--- config.mk ---
export PLATFORM = sky130hd
export DESIGN_NAME = ucb_bandit_arm_selector
export DESIGN_NICKNAME = d
export VERILOG_FILES = /design/src/hdl/ucb_pkg.sv /design/src/hdl/ucb_bandit_arm_selector.sv /design/src/hdl/ucb_ram.sv /design/src/hdl/ucb_div.sv /design/src/hdl/ucb_isqrt.sv
export SDC_FILE = /design/constraint.sdc
export NUM_CORES = 2
export LEC_CHECK = 0
export ABC_AREA = 1
export BUFFER_PORTS_ARGS = -buffer_cell sky130_fd_sc_hd__buf_2
export CORE_MARGIN = 4
export CORE_UTILIZATION = 50
export CTS_CLUSTER_DIAMETER = 150
export DETAILED_ROUTE_END_ITERATION = 16
export PLACE_DENSITY = 0.7
export SYNTH_ARGS = -nofsm -noshare
export SYNTH_HDL_FRONTEND = slang
export SYNTH_SLANG_ARGS = --single-unit
--- constraint.sdc ---
create_clock -name clk -period 26.2 [get_ports clk]
set_clock_uncertainty 0.2 [all_clocks]
set_input_delay 1.31 -clock clk [delete_from_list [all_inputs] [get_ports clk]]
set_output_delay 1.31 -clock clk [all_outputs]
set_load 0.01 [all_outputs]
--- src/hdl/ucb_pkg.sv ---
// Shared constants and status type for the UCB arm selector.
package ucb_pkg;

  localparam int Q_W       = 24;     // value estimate, signed Q8.16
  localparam int REWARD_W  = 16;     // reward, signed Q8.8
  localparam int WEIGHT_W  = 16;     // exploration weight, Q4.12
  localparam int ARMSREG_W = 5;
  localparam int WEIGHT_FRAC = 12;
  localparam int FRAC_BITS = 16;     // log2 fraction bits
  localparam int MUL_W     = 32;
  localparam logic [15:0] LN2_Q16 = 16'd45426;
  localparam logic [15:0] WEIGHT_RESET = 16'd8192;
  localparam logic [4:0]  ARMS_RESET   = 5'd10;
  localparam logic REG_WEIGHT = 1'b0;
  localparam logic REG_ARMS   = 1'b1;

  typedef struct packed {
    logic busy;
    logic done;
  } ucb_stat_t;

endpackage

--- src/hdl/ucb_bandit_arm_selector.sv ---
// UCB1 arm selector: sequencer, shared multiplier, divider and root units.
//
//  channel | dir | transfer carries
//  s_*     | in  | tdata: reward[15:0]; tuser: new_run
//  m_*     | out | tdata: chosen_arm[3:0], zero pad; tuser: untried_pick
//  apb     | in  | 0x0 exploration_weight, 0x4 arms_in_use
//
// A reward updates the arm's mean (serial divide), scans the arms for an
// untried one and, if all are tried, normalizes the step count, builds the
// log by repeated squaring and a multiply by ln 2, then scores each arm (37-bit
// serial divide plus 19-bit root).
// s_tready is high only while the sequencer idles; a result held on m_* does
// not block the next input. Reset is synchronous and clears all valid bits.
module ucb_bandit_arm_selector #(
  parameter int MAX_ARMS    = 16,
  parameter int COUNT_WIDTH = 20
) (
  input  logic        clk,
  input  logic        rst,
  input  logic        s_tvalid,
  output logic        s_tready,
  input  logic [15:0] s_tdata,   // reward[15:0]
  input  logic        s_tuser,   // new_run
  output logic        m_tvalid,
  input  logic        m_tready,
  output logic [7:0]  m_tdata,   // chosen_arm[3:0], zeros[7:4]
  output logic        m_tuser,   // untried_pick
  input  logic        psel,
  input  logic        penable,
  input  logic        pwrite,
  input  logic [2:0]  paddr,
  input  logic [31:0] pwdata,
  output logic [31:0] prdata,
  output logic        pready
);
  import ucb_pkg::*;

  localparam int AW     = (MAX_ARMS > 1) ? $clog2(MAX_ARMS) : 1;
  localparam int CW     = COUNT_WIDTH;
  localparam int XW     = CW + 1;
  localparam int NW     = XW + 31;
  localparam int PW     = $clog2(XW);
  localparam int LG_W   = PW + FRAC_BITS;
  localparam int DVD_W  = LG_W + 16;
  localparam int RT_W   = (DVD_W + 1) / 2;
  localparam int BON_W  = WEIGHT_W + RT_W - WEIGHT_FRAC;
  localparam int SC_W   = ((BON_W > Q_W) ? BON_W : Q_W) + 2;
  localparam int RND_W  = $clog2(FRAC_BITS);
  localparam logic [CW-1:0] CNT_MAX = '1;

  typedef enum logic [13:0] {
    S_IDLE = 14'b00000000000001,
    S_MDAT = 14'b00000000000010,
    S_MDIV = 14'b00000000000100,
    S_SRD  = 14'b00000000001000,
    S_SCHK = 14'b00000000010000,
    S_NORM = 14'b00000000100000,
    S_SQ   = 14'b00000001000000,
    S_LN   = 14'b00000010000000,
    S_ARD  = 14'b00000100000000,
    S_ADAT = 14'b00001000000000,
    S_ADIV = 14'b00010000000000,
    S_ASQ  = 14'b00100000000000,
    S_ABON = 14'b01000000000000,
    S_OUT  = 14'b10000000000000
  } state_t;

  state_t state;

  logic [WEIGHT_W-1:0]  weight;
  logic [ARMSREG_W-1:0] arms;
  logic [AW:0]          k;

  logic [MAX_ARMS-1:0]  valid;
  logic                 vld_rd;
  logic [AW:0]          i;
  logic [AW:0]          i_inc;
  logic [AW-1:0]        arm;
  logic                 untried;
  logic [AW-1:0]        last_arm;
  logic [CW-1:0]        steps;
  logic signed [Q_W:0]  rwd;
  logic signed [Q_W-1:0] q_r;
  logic [CW-1:0]        cnt_r;
  logic                 neg;
  logic [NW-1:0]        norm;
  logic [PW-1:0]        p;
  logic [MUL_W-1:0]     m;
  logic [FRAC_BITS-1:0] frac;
  logic [RND_W-1:0]     rnd;
  logic [LG_W-1:0]      ln;
  logic signed [SC_W-1:0] best;
  logic [3:0]           out_arm;
  logic                 out_untried;

  // RAM: {estimate, count}
  logic                 ram_we;
  logic [AW-1:0]        ram_raddr;
  logic [Q_W+CW-1:0]    ram_wdata;
  logic [Q_W+CW-1:0]    ram_rdata;
  logic signed [Q_W-1:0] rd_q;
  logic [CW-1:0]        rd_cnt;

  // shared multiplier
  logic [MUL_W-1:0]     mul_a;
  logic [MUL_W-1:0]     mul_b;
  logic [2*MUL_W-1:0]   prod;

  logic                 div_start;
  logic [DVD_W-1:0]     div_dvd;
  logic [CW-1:0]        div_dvs;
  logic [DVD_W-1:0]     div_quo;
  ucb_stat_t            div_stat;
  logic                 sq_start;
  logic [RT_W-1:0]      sq_root;
  ucb_stat_t            sq_stat;

  logic signed [Q_W:0]  q_ext;
  logic [CW-1:0]        n_sat;
  logic signed [Q_W:0]  diff;
  logic [Q_W:0]         mag;
  logic [Q_W:0]         quo;
  logic [Q_W:0]         q_new;
  logic [MUL_W:0]       sqv;
  logic [BON_W-1:0]     bonus;
  logic signed [SC_W-1:0] score;
  logic [31:0]          arm_ext;

  assign pready   = 1'b1;
  assign s_tready = (state == S_IDLE);
  assign m_tdata  = {4'b0000, out_arm};
  assign m_tuser  = out_untried;
  assign i_inc    = i + 1'b1;
  assign arm_ext  = 32'(arm);

  // config registers
  always_ff @(posedge clk) begin
    if (rst) begin
      weight <= WEIGHT_RESET;
      arms   <= ARMS_RESET;
    end else if (psel && penable && pwrite && pready) begin
      case (paddr[2])
        REG_WEIGHT: weight <= pwdata[WEIGHT_W-1:0];
        default:    arms   <= pwdata[ARMSREG_W-1:0];
      endcase
    end
  end

  always_comb begin
    case (paddr[2])
      REG_WEIGHT: prdata = 32'(weight);
      default:    prdata = 32'(arms);
    endcase
  end

  always_comb begin
    if (arms == '0) begin
      k = (AW+1)'(1);
    end else if (32'(arms) > MAX_ARMS) begin
      k = (AW+1)'(MAX_ARMS);
    end else begin
      k = (AW+1)'(arms);
    end
  end

  ucb_ram #(.WIDTH(Q_W + CW), .DEPTH(MAX_ARMS)) u_ram (
    .clk   (clk),
    .we    (ram_we),
    .waddr (last_arm),
    .wdata (ram_wdata),
    .raddr (ram_raddr),
    .rdata (ram_rdata)
  );

  ucb_div #(.DW(DVD_W), .CW(CW)) u_div (
    .clk      (clk),
    .rst      (rst),
    .start    (div_start),
    .dividend (div_dvd),
    .divisor  (div_dvs),
    .quotient (div_quo),
    .stat     (div_stat)
  );

  ucb_isqrt #(.OW(RT_W)) u_sqrt (
    .clk   (clk),
    .rst   (rst),
    .start (sq_start),
    .value ((2*RT_W)'(div_quo)),
    .root  (sq_root),
    .stat  (sq_stat)
  );

  assign rd_q   = ram_rdata[Q_W+CW-1 -: Q_W];
  assign rd_cnt = ram_rdata[CW-1:0];

  always_comb begin
    q_ext = vld_rd ? (Q_W+1)'(rd_q) : '0;
    if (!vld_rd) begin
      n_sat = CW'(1);
    end else if (rd_cnt == CNT_MAX) begin
      n_sat = rd_cnt;
    end else begin
      n_sat = rd_cnt + 1'b1;
    end
    diff = rwd - q_ext;
    mag  = diff[Q_W] ? (Q_W+1)'(-diff) : diff;
    quo  = div_quo[Q_W:0];
    q_new = neg ? ((Q_W+1)'(q_r) - quo) : ((Q_W+1)'(q_r) + quo);
  end

  always_comb begin
    ram_raddr = i[AW-1:0];
    if (state == S_IDLE) begin
      ram_raddr = last_arm;
    end
    ram_we    = (state == S_MDIV) && div_stat.done;
    ram_wdata = {q_new[Q_W-1:0], cnt_r};
    div_start = 1'b0;
    div_dvd   = DVD_W'(mag);
    div_dvs   = n_sat;
    if (state == S_MDAT) begin
      div_start = 1'b1;
    end else if (state == S_ADAT) begin
      div_start = 1'b1;
      div_dvd   = {ln, 16'h0000};
      div_dvs   = rd_cnt;
    end
    sq_start = (state == S_ADIV) && div_stat.done;
  end

  always_comb begin
    mul_a = m;
    mul_b = m;
    unique case (state)
      S_LN: begin
        mul_a = MUL_W'({p, frac});
        mul_b = MUL_W'(LN2_Q16);
      end
      S_ABON: begin
        mul_a = MUL_W'(weight);
        mul_b = MUL_W'(sq_root);
      end
      default: begin
        mul_a = m;
        mul_b = m;
      end
    endcase
  end

  assign prod  = mul_a * mul_b;
  assign sqv   = prod[2*MUL_W-1 -: MUL_W+1];
  assign bonus = prod[WEIGHT_FRAC +: BON_W];
  assign score = SC_W'(q_r) + $signed(SC_W'(bonus));

  always_ff @(posedge clk) begin
    vld_rd <= valid[ram_raddr];
    if (rst) begin
      state       <= S_IDLE;
      valid       <= '0;
      steps       <= '0;
      last_arm    <= '0;
      m_tvalid    <= 1'b0;
      i           <= '0;
      arm         <= '0;
      untried     <= 1'b0;
    end else begin
      if (m_tvalid && m_tready) begin
        m_tvalid <= 1'b0;
      end
      unique case (state)
        S_IDLE: begin
          if (s_tvalid) begin
            if (s_tuser) begin
              valid    <= '0;
              steps    <= '0;
              last_arm <= '0;
              arm      <= '0;
              untried  <= 1'b1;
              state    <= S_OUT;
            end else begin
              rwd   <= $signed({s_tdata[15], s_tdata, 8'h00});
              state <= S_MDAT;
            end
          end
        end
        S_MDAT: begin
          q_r   <= q_ext[Q_W-1:0];
          cnt_r <= n_sat;
          neg   <= diff[Q_W];
          state <= S_MDIV;
        end
        S_MDIV: begin
          if (div_stat.done) begin
            valid[last_arm] <= 1'b1;
            if (steps != CNT_MAX) begin
              steps <= steps + 1'b1;
            end
            i     <= '0;
            state <= S_SRD;
          end
        end
        S_SRD: begin
          state <= S_SCHK;
        end
        S_SCHK: begin
          if (!vld_rd) begin
            arm     <= i[AW-1:0];
            untried <= 1'b1;
            state   <= S_OUT;
          end else if (i_inc == k) begin
            norm  <= (NW'(steps) + NW'(1)) << 31;
            p     <= PW'(XW - 1);
            state <= S_NORM;
          end else begin
            i     <= i_inc;
            state <= S_SRD;
          end
        end
        S_NORM: begin
          if (norm[NW-1]) begin
            m     <= norm[NW-1 -: MUL_W];
            rnd   <= '0;
            frac  <= '0;
            state <= S_SQ;
          end else begin
            norm <= {norm[NW-2:0], 1'b0};
            p    <= p - 1'b1;
          end
        end
        S_SQ: begin
          // m stays in [1,2) as Q1.31; overflow past 2 yields a fraction bit
          if (sqv[MUL_W]) begin
            m    <= sqv[MUL_W:1];
            frac <= {frac[FRAC_BITS-2:0], 1'b1};
          end else begin
            m    <= sqv[MUL_W-1:0];
            frac <= {frac[FRAC_BITS-2:0], 1'b0};
          end
          rnd <= rnd + 1'b1;
          if (rnd == RND_W'(FRAC_BITS - 1)) begin
            state <= S_LN;
          end
        end
        S_LN: begin
          ln    <= prod[16 +: LG_W];
          i     <= '0;
          state <= S_ARD;
        end
        S_ARD: begin
          state <= S_ADAT;
        end
        S_ADAT: begin
          q_r   <= rd_q;
          state <= S_ADIV;
        end
        S_ADIV: begin
          if (div_stat.done) begin
            state <= S_ASQ;
          end
        end
        S_ASQ: begin
          if (sq_stat.done) begin
            state <= S_ABON;
          end
        end
        S_ABON: begin
          untried <= 1'b0;
          if ((i == '0) || (score > best)) begin
            best <= score;
            arm  <= i[AW-1:0];
          end
          if (i_inc == k) begin
            state <= S_OUT;
          end else begin
            i     <= i_inc;
            state <= S_ARD;
          end
        end
        S_OUT: begin
          if (!m_tvalid || m_tready) begin
            m_tvalid    <= 1'b1;
            out_arm     <= arm_ext[3:0];
            out_untried <= untried;
            last_arm    <= arm;
            state       <= S_IDLE;
          end
        end
        default: state <= S_IDLE;
      endcase
    end
  end

  a_new_run_clears: assert property (@(posedge clk) disable iff (rst)
    s_tvalid && s_tready && s_tuser |=> (steps == '0) && (valid == '0))
    else $error("new run did not clear state");

  a_div_done_ctx: assert property (@(posedge clk) disable iff (rst)
    div_stat.done |-> (state == S_MDIV) || (state == S_ADIV))
    else $error("divider finished outside a divide wait");

  a_sqrt_done_ctx: assert property (@(posedge clk) disable iff (rst)
    sq_stat.done |-> (state == S_ASQ))
    else $error("root unit finished outside its wait");

  a_score_pick_in_range: assert property (@(posedge clk) disable iff (rst)
    (state == S_OUT) && !untried |-> ((AW+1)'(arm) < k))
    else $error("score pick outside the arms in use");
endmodule

--- src/hdl/ucb_ram.sv ---
// Generic single-write, single-read RAM with registered read data.
module ucb_ram #(
  parameter int WIDTH = 8,
  parameter int DEPTH = 16
) (
  input  logic                                    clk,
  input  logic                                    we,
  input  logic [((DEPTH > 1) ? $clog2(DEPTH) : 1)-1:0] waddr,
  input  logic [WIDTH-1:0]                        wdata,
  input  logic [((DEPTH > 1) ? $clog2(DEPTH) : 1)-1:0] raddr,
  output logic [WIDTH-1:0]                        rdata
);
  logic [WIDTH-1:0] mem [DEPTH];

  always_ff @(posedge clk) begin
    if (we) begin
      mem[waddr] <= wdata;
    end
    rdata <= mem[raddr];
  end
endmodule

--- src/hdl/ucb_div.sv ---
// Restoring unsigned divider, one quotient bit per cycle.
module ucb_div #(
  parameter int DW = 38,
  parameter int CW = 20
) (
  input  logic               clk,
  input  logic               rst,
  input  logic               start,
  input  logic [DW-1:0]      dividend,
  input  logic [CW-1:0]      divisor,
  output logic [DW-1:0]      quotient,
  output ucb_pkg::ucb_stat_t stat
);
  import ucb_pkg::*;

  logic [CW-1:0]         rem;
  logic [CW-1:0]         dvs;
  logic [$clog2(DW+1)-1:0] cnt;
  logic [CW:0]           trial;
  logic                  fits;

  assign trial = {rem, quotient[DW-1]};
  assign fits  = trial >= {1'b0, dvs};

  always_ff @(posedge clk) begin
    if (rst) begin
      stat <= '0;
      cnt  <= '0;
    end else begin
      stat.done <= 1'b0;
      if (start) begin
        stat.busy <= 1'b1;
        cnt       <= '0;
        rem       <= '0;
        dvs       <= divisor;
        quotient  <= dividend;
      end else if (stat.busy) begin
        if (fits) begin
          rem <= CW'(trial - {1'b0, dvs});
        end else begin
          rem <= trial[CW-1:0];
        end
        quotient <= {quotient[DW-2:0], fits};
        cnt      <= cnt + 1'b1;
        if (cnt == ($clog2(DW+1))'(DW - 1)) begin
          stat.busy <= 1'b0;
          stat.done <= 1'b1;
        end
      end
    end
  end
endmodule

--- src/hdl/ucb_isqrt.sv ---
// Digit-by-digit floor square root, one result bit per cycle.
module ucb_isqrt #(
  parameter int OW = 19
) (
  input  logic               clk,
  input  logic               rst,
  input  logic               start,
  input  logic [2*OW-1:0]    value,
  output logic [OW-1:0]      root,
  output ucb_pkg::ucb_stat_t stat
);
  import ucb_pkg::*;

  logic [2*OW-1:0]         src;
  logic [OW:0]             rem;
  logic [$clog2(OW+1)-1:0] cnt;
  logic [OW+2:0]           shifted;
  logic [OW+2:0]           trial;
  logic                    fits;

  assign shifted = {rem, src[2*OW-1 -: 2]};
  assign trial   = {1'b0, root, 2'b01};
  assign fits    = shifted >= trial;

  always_ff @(posedge clk) begin
    if (rst) begin
      stat <= '0;
      cnt  <= '0;
    end else begin
      stat.done <= 1'b0;
      if (start) begin
        stat.busy <= 1'b1;
        cnt       <= '0;
        rem       <= '0;
        root      <= '0;
        src       <= value;
      end else if (stat.busy) begin
        if (fits) begin
          rem <= (OW+1)'(shifted - trial);
        end else begin
          rem <= shifted[OW:0];
        end
        root <= {root[OW-2:0], fits};
        src  <= {src[2*OW-3:0], 2'b00};
        cnt  <= cnt + 1'b1;
        if (cnt == ($clog2(OW+1))'(OW - 1)) begin
          stat.busy <= 1'b0;
          stat.done <= 1'b1;
        end
      end
    end
  end
endmodule
# ---- After elaboration in Yosys (flattened, before gate mapping)
# Memory sizes are Yosys's and may differ from the RTL's. A register that Yosys moved wholly into a read port is not among the register bits.
# Index checks and enable logic that the tools add are counted.
dict set report totals {
  reg_bits 477
  mem_bits_rw 704
  in_bits 59
  out_inout_bits 44
  wordCells 241
  n_memories 1
}
# memory depth width rd rd_ports_with_merged_regs write_ports line
set memory_table {}
lappend memory_table {u_ram.mem 16 44 1 1 1 ucb_ram.sv:13} ;# logic [WIDTH-1:0] mem [DEPTH];
dict set report classes {
  n_addsub 15
  n_mul 1
  order_cmp 7
  n_eq_ne 34
  mux 94
  n_bitwise 6
  reduce_logical 45
}
# cell count
set op_table {}
lappend op_table {{$mux W20} 12}
lappend op_table {{$pmux W14 S14} 1}
lappend op_table {{$pmux W32 S2} 3}
lappend op_table {{$mux W37} 5}
lappend op_table {{$mux W52} 3}
lappend op_table {{$mux W14} 10}
lappend op_table {{$pmux W52 S2} 1}
lappend op_table {{$mux W16} 5}
lappend op_table {{$mul A32 B32 Y64} 1}
lappend op_table {{$mux W32} 2}
lappend op_table {{$pmux W16 S2} 2}
lappend op_table {{$mux W25} 2}
lappend op_table {{$pmux W24 S2} 1}
lappend op_table {{$add A20 B1 Y20 const B} 2}
lappend op_table {{$mux W5} 8}
lappend op_table {{$pmux W20 S2} 1}
lappend op_table {{$sub A20 B20 Y20} 2}
lappend op_table {{$mux W38} 1}
lappend op_table {{$mux W4} 7}
lappend op_table {{$add A24 B24 Y25} 1}
lappend op_table {{$gt A25 B25 Y1} 1}
lappend op_table {{$neg A25 Y25} 1}
lappend op_table {{$sub A24 B25 Y25} 1}
lappend op_table {{$add A24 B24 Y24} 1}
lappend op_table {{61 further kinds} 128}

# ---- Depth between registers and ports, before layout
dict set report logic_depth {
  depth_word 8
  mapped_depth 61
  ltp_nobuf 60
}

# ---- Modules after synthesis
# From an unflattened synthesis, not the netlist that was laid out.
dict set report unflattened {
  hier_cells 10432
  hier_area_um2 91921.9
}
# mod n_inst cells_per_inst area_each_um2 seq_area_each_um2
set by_module_without_submodules {}
lappend by_module_without_submodules {ucb_bandit_arm_selector 1 6267 51017.7 8318.0}
lappend by_module_without_submodules {ucb_ram 1 2903 30942.2 22021.1}
lappend by_module_without_submodules {ucb_isqrt 1 668 5031.1 2452.4}
lappend by_module_without_submodules {ucb_div 1 594 4931.0 2472.4}

# ---- Least setup slack after synthesis
# No wires, ideal clock.
dict set report synth_timing {
  path_type {flip-flop to flip-flop}
  from {register state[13]}
  to {register best[0] (enable)}
  setup_time_ns 0.446
  arrival_ns 12.021
  t_required_ns 25.554
  path_slack_ns 13.533
  stages_incl_launch_ff 53
  path_buffers 2
  period_less_slack_ns 12.667
  path_cell_list {dfxtp_1 -> or2_1 -> nor2_4 -> nand2_4 -> nand2_4 -> buf_2 -> nor2_1 -> a21oi_1 -> clkbuf_1 -> nor2_1 -> fa_1 -> fa_1 -> fa_1 -> inv_1 -> fa_1 -> inv_1 -> fa_1 -> inv_1 -> [... 17 more ...] -> inv_1 -> nand3_1 -> o221ai_1 -> a21oi_1 -> o21ai_0 -> nand3_1 -> nand2_1 -> a21oi_1 -> o21ai_0 -> a21oi_1 -> ha_1 -> inv_1 -> nor3_1 -> nor3b_1 -> a221oi_1 -> nand2_1 -> o21ai_0 -> a211oi_1}
}
dict set report synth_between {
  elab_chain_len 7
  elab_cells_between_ends 9
  classes_between {add/sub (1); mul (1); order compare (1); eq/ne (2); mux (2); reduce/logical (2)}
}
# element line
set synth_rtl {}
lappend synth_rtl {{start, declared} ucb_bandit_arm_selector.sv:68} ;# state_t state;
lappend synth_rtl {{start signal, assigned} ucb_bandit_arm_selector.sv:259} ;# state <= S_IDLE;
lappend synth_rtl {{start signal, assigned} ucb_bandit_arm_selector.sv:280} ;# state <= S_OUT;
lappend synth_rtl {{start signal, assigned} ucb_bandit_arm_selector.sv:283} ;# state <= S_MDAT;
lappend synth_rtl {{$eq A14 B13 Y1 / $eq A14 B8 Y1 (equally long branches)} ucb_bandit_arm_selector.sv:235} ;# unique case (state)
lappend synth_rtl {{$pmux W32 S2} ucb_bandit_arm_selector.sv:235}
lappend synth_rtl {{$mul A32 B32 Y64 *} ucb_bandit_arm_selector.sv:251} ;# assign prod = mul_a * mul_b;
lappend synth_rtl {{via prod[23]} ucb_bandit_arm_selector.sv:107} ;# logic [2*MUL_W-1:0] prod;
lappend synth_rtl {{$add A24 B24 Y25 *} ucb_bandit_arm_selector.sv:254} ;# assign score = SC_W'(q_r) + $signed(SC_W'(bonus));
lappend synth_rtl {{via score[24]} ucb_bandit_arm_selector.sv:126} ;# logic signed [SC_W-1:0] score;
lappend synth_rtl {{$gt A25 B25 Y1 *} ucb_bandit_arm_selector.sv:369} ;# if ((i == '0) || (score > best)) begin
lappend synth_rtl {{$logic_or A1 B1 Y1 *} ucb_bandit_arm_selector.sv:369}
lappend synth_rtl {{$reduce_and A3 Y1 (no line) *} -}
lappend synth_rtl {{end signal, assigned} ucb_bandit_arm_selector.sv:370} ;# best <= score;
lappend synth_rtl {{end, declared} ucb_bandit_arm_selector.sv:92} ;# logic signed [SC_W-1:0] best;
# Mark *: on every way through the listed nets, which the timed path passes. The rest lies on a longest branch.
# A chain may end at the register's enable or synchronous reset.

# ---- Worst setup path after layout
dict set report layout_timing {
  from {register state[6]}
  to {register arm[0]}
}
dict set report layout_between {
  elab_chain_len 8
  elab_cells_between_ends 17
  classes_between {add/sub (1); mul (1); order compare (1); eq/ne (8); mux (3); reduce/logical (3)}
}
# element line
set layout_rtl {}
lappend layout_rtl {{$eq A14 B13 Y1 / $eq A14 B8 Y1 (equally long branches)} ucb_bandit_arm_selector.sv:235}
lappend layout_rtl {{$pmux W32 S2} ucb_bandit_arm_selector.sv:235}
lappend layout_rtl {{$mul A32 B32 Y64 *} ucb_bandit_arm_selector.sv:251}
lappend layout_rtl {{via prod[26]} ucb_bandit_arm_selector.sv:107}
lappend layout_rtl {{$add A24 B24 Y25 *} ucb_bandit_arm_selector.sv:254}
lappend layout_rtl {{via score[21]} ucb_bandit_arm_selector.sv:126}
lappend layout_rtl {{$gt A25 B25 Y1 *} ucb_bandit_arm_selector.sv:369}
lappend layout_rtl {{$logic_or A1 B1 Y1 *} ucb_bandit_arm_selector.sv:369}
lappend layout_rtl {{$ne A2 B2 Y1 (no line) *} -}
lappend layout_rtl {{$reduce_and A5 Y1 (no line) *} -}
lappend layout_rtl {{end signal, assigned} ucb_bandit_arm_selector.sv:308} ;# arm <= i[AW-1:0];
lappend layout_rtl {{end signal, assigned} ucb_bandit_arm_selector.sv:371} ;# arm <= i[AW-1:0];
lappend layout_rtl {{end, declared} ucb_bandit_arm_selector.sv:78} ;# logic [AW-1:0] arm;
# Marks and branches as above.

==> flow_summary.ini <==
[status]
status = finished clean

[critical_path]
cp.buffers_inverters = 9
cp.required_ps = 26600
worst-r2r-cell-count = 50
rrSetupSlack_ps = 11010
startpoint_type = flip-flop
cp_common_cell = fa_1
worstSetupEndpoint = arm[0]
critPathLaunch = state[6]
worst-path-stages = 50
crit_path_max_fanout = 30
arrival_ps = 15600
slowest_delay_ps = 1110
r2r-end = arm[0]
crit_path_end_kind = flip-flop
cp_top_family = adder cells
critical_path_class = reg2reg
r2r_start = state[6]
worst_path_max_delay_cell = a21oi_1

[placement]
place_congestion = 0.963
port_buffers = 63
hpwlAfterDp_um = 180000
dp_worst_setup_slack_ps = 11350
placed_area_um2 = 91400

[timing]
final.min_clock_period_ps = 15190
worst_pin_slew_ps = 1340
fmax_mhz = 65.8
slew_viol_final = 0
rsz0062_at_grt = false
setup_violations = 0
relSlewSlack = 0.107
finalHoldViolCount = 0
tns_ps = 0
worst_slack_ps = 11010
timing.final.crit_share = 0.580

[floorplan]
rows = 154
num_io_pins = 103
die_h_um = 429
die_w_um = 429
dieArea_um2 = 184000
initial_core_util = 0.502
core_um2 = 176000

[drt]
wl_per_cell_um = 21.3
wirelength_um = 250000
route.detailed.drc = 0
vias = 64600
drt-vias-per-instance = 5.50
dr.pass1.iters = 6
drt-initial-drc-count = 5789
ant_nets = 0

[grt]
grt_pass1_wl_um = 384000
track_usage = 0.270
antenna_found_initial = 3
grt_max_degree = 248
grt_pass1_vias = 65900
grt_overflow = 0

[pwr]
power.density_nw_per_um2 = 49.8
vdd_drop_max_mv = 0.0706
p_leak_nw = 42.0

[clock_tree]
cts_max_level = 3
clkTransAtPathRegs_ps = 60
clk_latency_ps = 750
clock_sinks = 1223
cts_resized = 0
ctsHoldBuffers = 0
ctsRootBufferMaster = clkbuf_16
post_cts.repair.setup_buffers = 0
clock_path_buffers = 3
cts_buffers = 121
cts_tree = yes

[logic_synthesis]
synth.avg_cell_area_um2 = 9.47
yosys_register_bits = 1223
syn_inst = 9340
seq_area_frac_synth = 0.399
synthFlopType = edfxtp_1
synth_warnings = 0
synth_edf_count = 1077
synth_cell_type_count = 68
ys_async_sr_fraction = 0
synth_area_um2 = 88500

[cells_and_area]
drive_above_1_share = 0.0512
final_common_cell = inv_1
area_delta_synth_final_pct = 7.80
mostFrequentLayoutCells = inv_1, nand2_1, edfxtp_1
fin_nets = 10600
final_cell_area_um2 = 95400
final_util = 0.541

[run]
drv_cap = 0

[hold_path]
hold_path_class = reg2reg
==> report_power, final <==
| group | total [mW] | switching, mW | leakage [nW] | internal (mW) |
|---|---|---|---|---|
| Combinational | 0.800 | 0.564 | 29.2 | 0.236 |
| Sequential | 2.23 | 0.0537 | 10.9 | 2.17 |
| Clock | 1.72 | 0.754 | 1.91 | 0.970 |
| Total | 4.75 | 1.37 | 42.0 | 3.38 |
==> tightest hold or removal path: cells and delay by family, from the launching register on <==
family,cells,cell delay (ps)
buffers and inverters,1,40
flip-flops,1,300
AO/OA/AOI/OAI,1,50
==> layout make-up <==
type                       count  area [um^2]
inverter                    1990         7480
fill                       15700        80800
antenna                        1         2.50
multi-input combinational   5782        44500
clock inverter                52          534
clock buffer                 178         3430
tap                         2340         2930
sequential                  1223        35300
timing repair buffer         184         1250
==> stage by stage <==
| stage | total power, mW | cells | hold WS [ps] |
|---|---|---|---|
| 2_1_floorplan | 2.82 | 9360 | 209 |
| 5_1_grt | 4.96 | 11800 | 265 |
| 3_5_place_dp | 3.05 | 11500 | 240 |
| 3_3_place_gp | 3.03 | 11500 | 236 |
| 6_report | 4.75 | 11800 | 249 |
| 4_1_cts | 4.77 | 11700 | 249 |
==> worst min-delay path by stage <==
stage / cells past startpoint / slack (ps) / endpoint / start
final: 2 / 250 / valid[6] / valid[6]
after global routing: 2 / 270 / valid[14] / valid[14]
after CTS: 2 / 250 / valid[14] / valid[14]
after detailed placement: 2 / 240 / valid[14] / valid[14]
after global placement: 2 / 240 / valid[2] / valid[2]
after floorplan: 0 / 210 / m_tuser / untried
==> routing by layer <==
layer,track usage,wire [um],vias up,share of wire
li1,-,-,29700,-
met1,0.350,99600,31900,0.40
met2,0.456,120000,2495,0.48
met3,0.0367,17400,528,0.070
met4,0.119,12500,0,0.050
met5,0,0,-,0
==> registers in the layout, indices dropped and copies added (netlist names), 21 cells and up <==
| signal | count |
|---|---|
| best | 25 |
| m | 32 |
| ln | 21 |
| norm | 50 |
| u_div.quotient | 37 |
| u_ram.mem | 704 |
| u_sqrt.src | 38 |
| q_r | 24 |
| u_ram.rdata | 44 |
==> Yosys cell counts, types with 27 or more instances <==
library cell	instances	area, um^2
o21ai_0	526	2630
o221ai_1	38	333
edfxtp_1	1077	32300
o211ai_1	122	916
nor2_1	794	2980
xor2_1	132	1160
o21a_1	27	203
buf_4	29	218
fa_1	881	17600
a21oi_1	621	3110
nand3_1	378	1890
buf_1	43	161
nor3_1	76	380
ha_1	396	4950
clkbuf_1	255	957
nand2_1	1436	5390
dfxtp_1	146	2920
buf_2	27	135
nand4_1	27	169
inv_1	1957	7350
xnor2_1	62	543
==> cells by family after synthesis <==
family / count (synthesis) / synth area share
fa+ha+maj: 1277 / 0.255
compound gates: 1482 / 0.0931
other cells: 2 / 0.0000849
simple gates: 2807 / 0.131
buf+inv: 2355 / 0.102
xor+xnor: 194 / 0.0192
flops: 1223 / 0.399
Note: power is estimated with default switching activity, not from simulation.
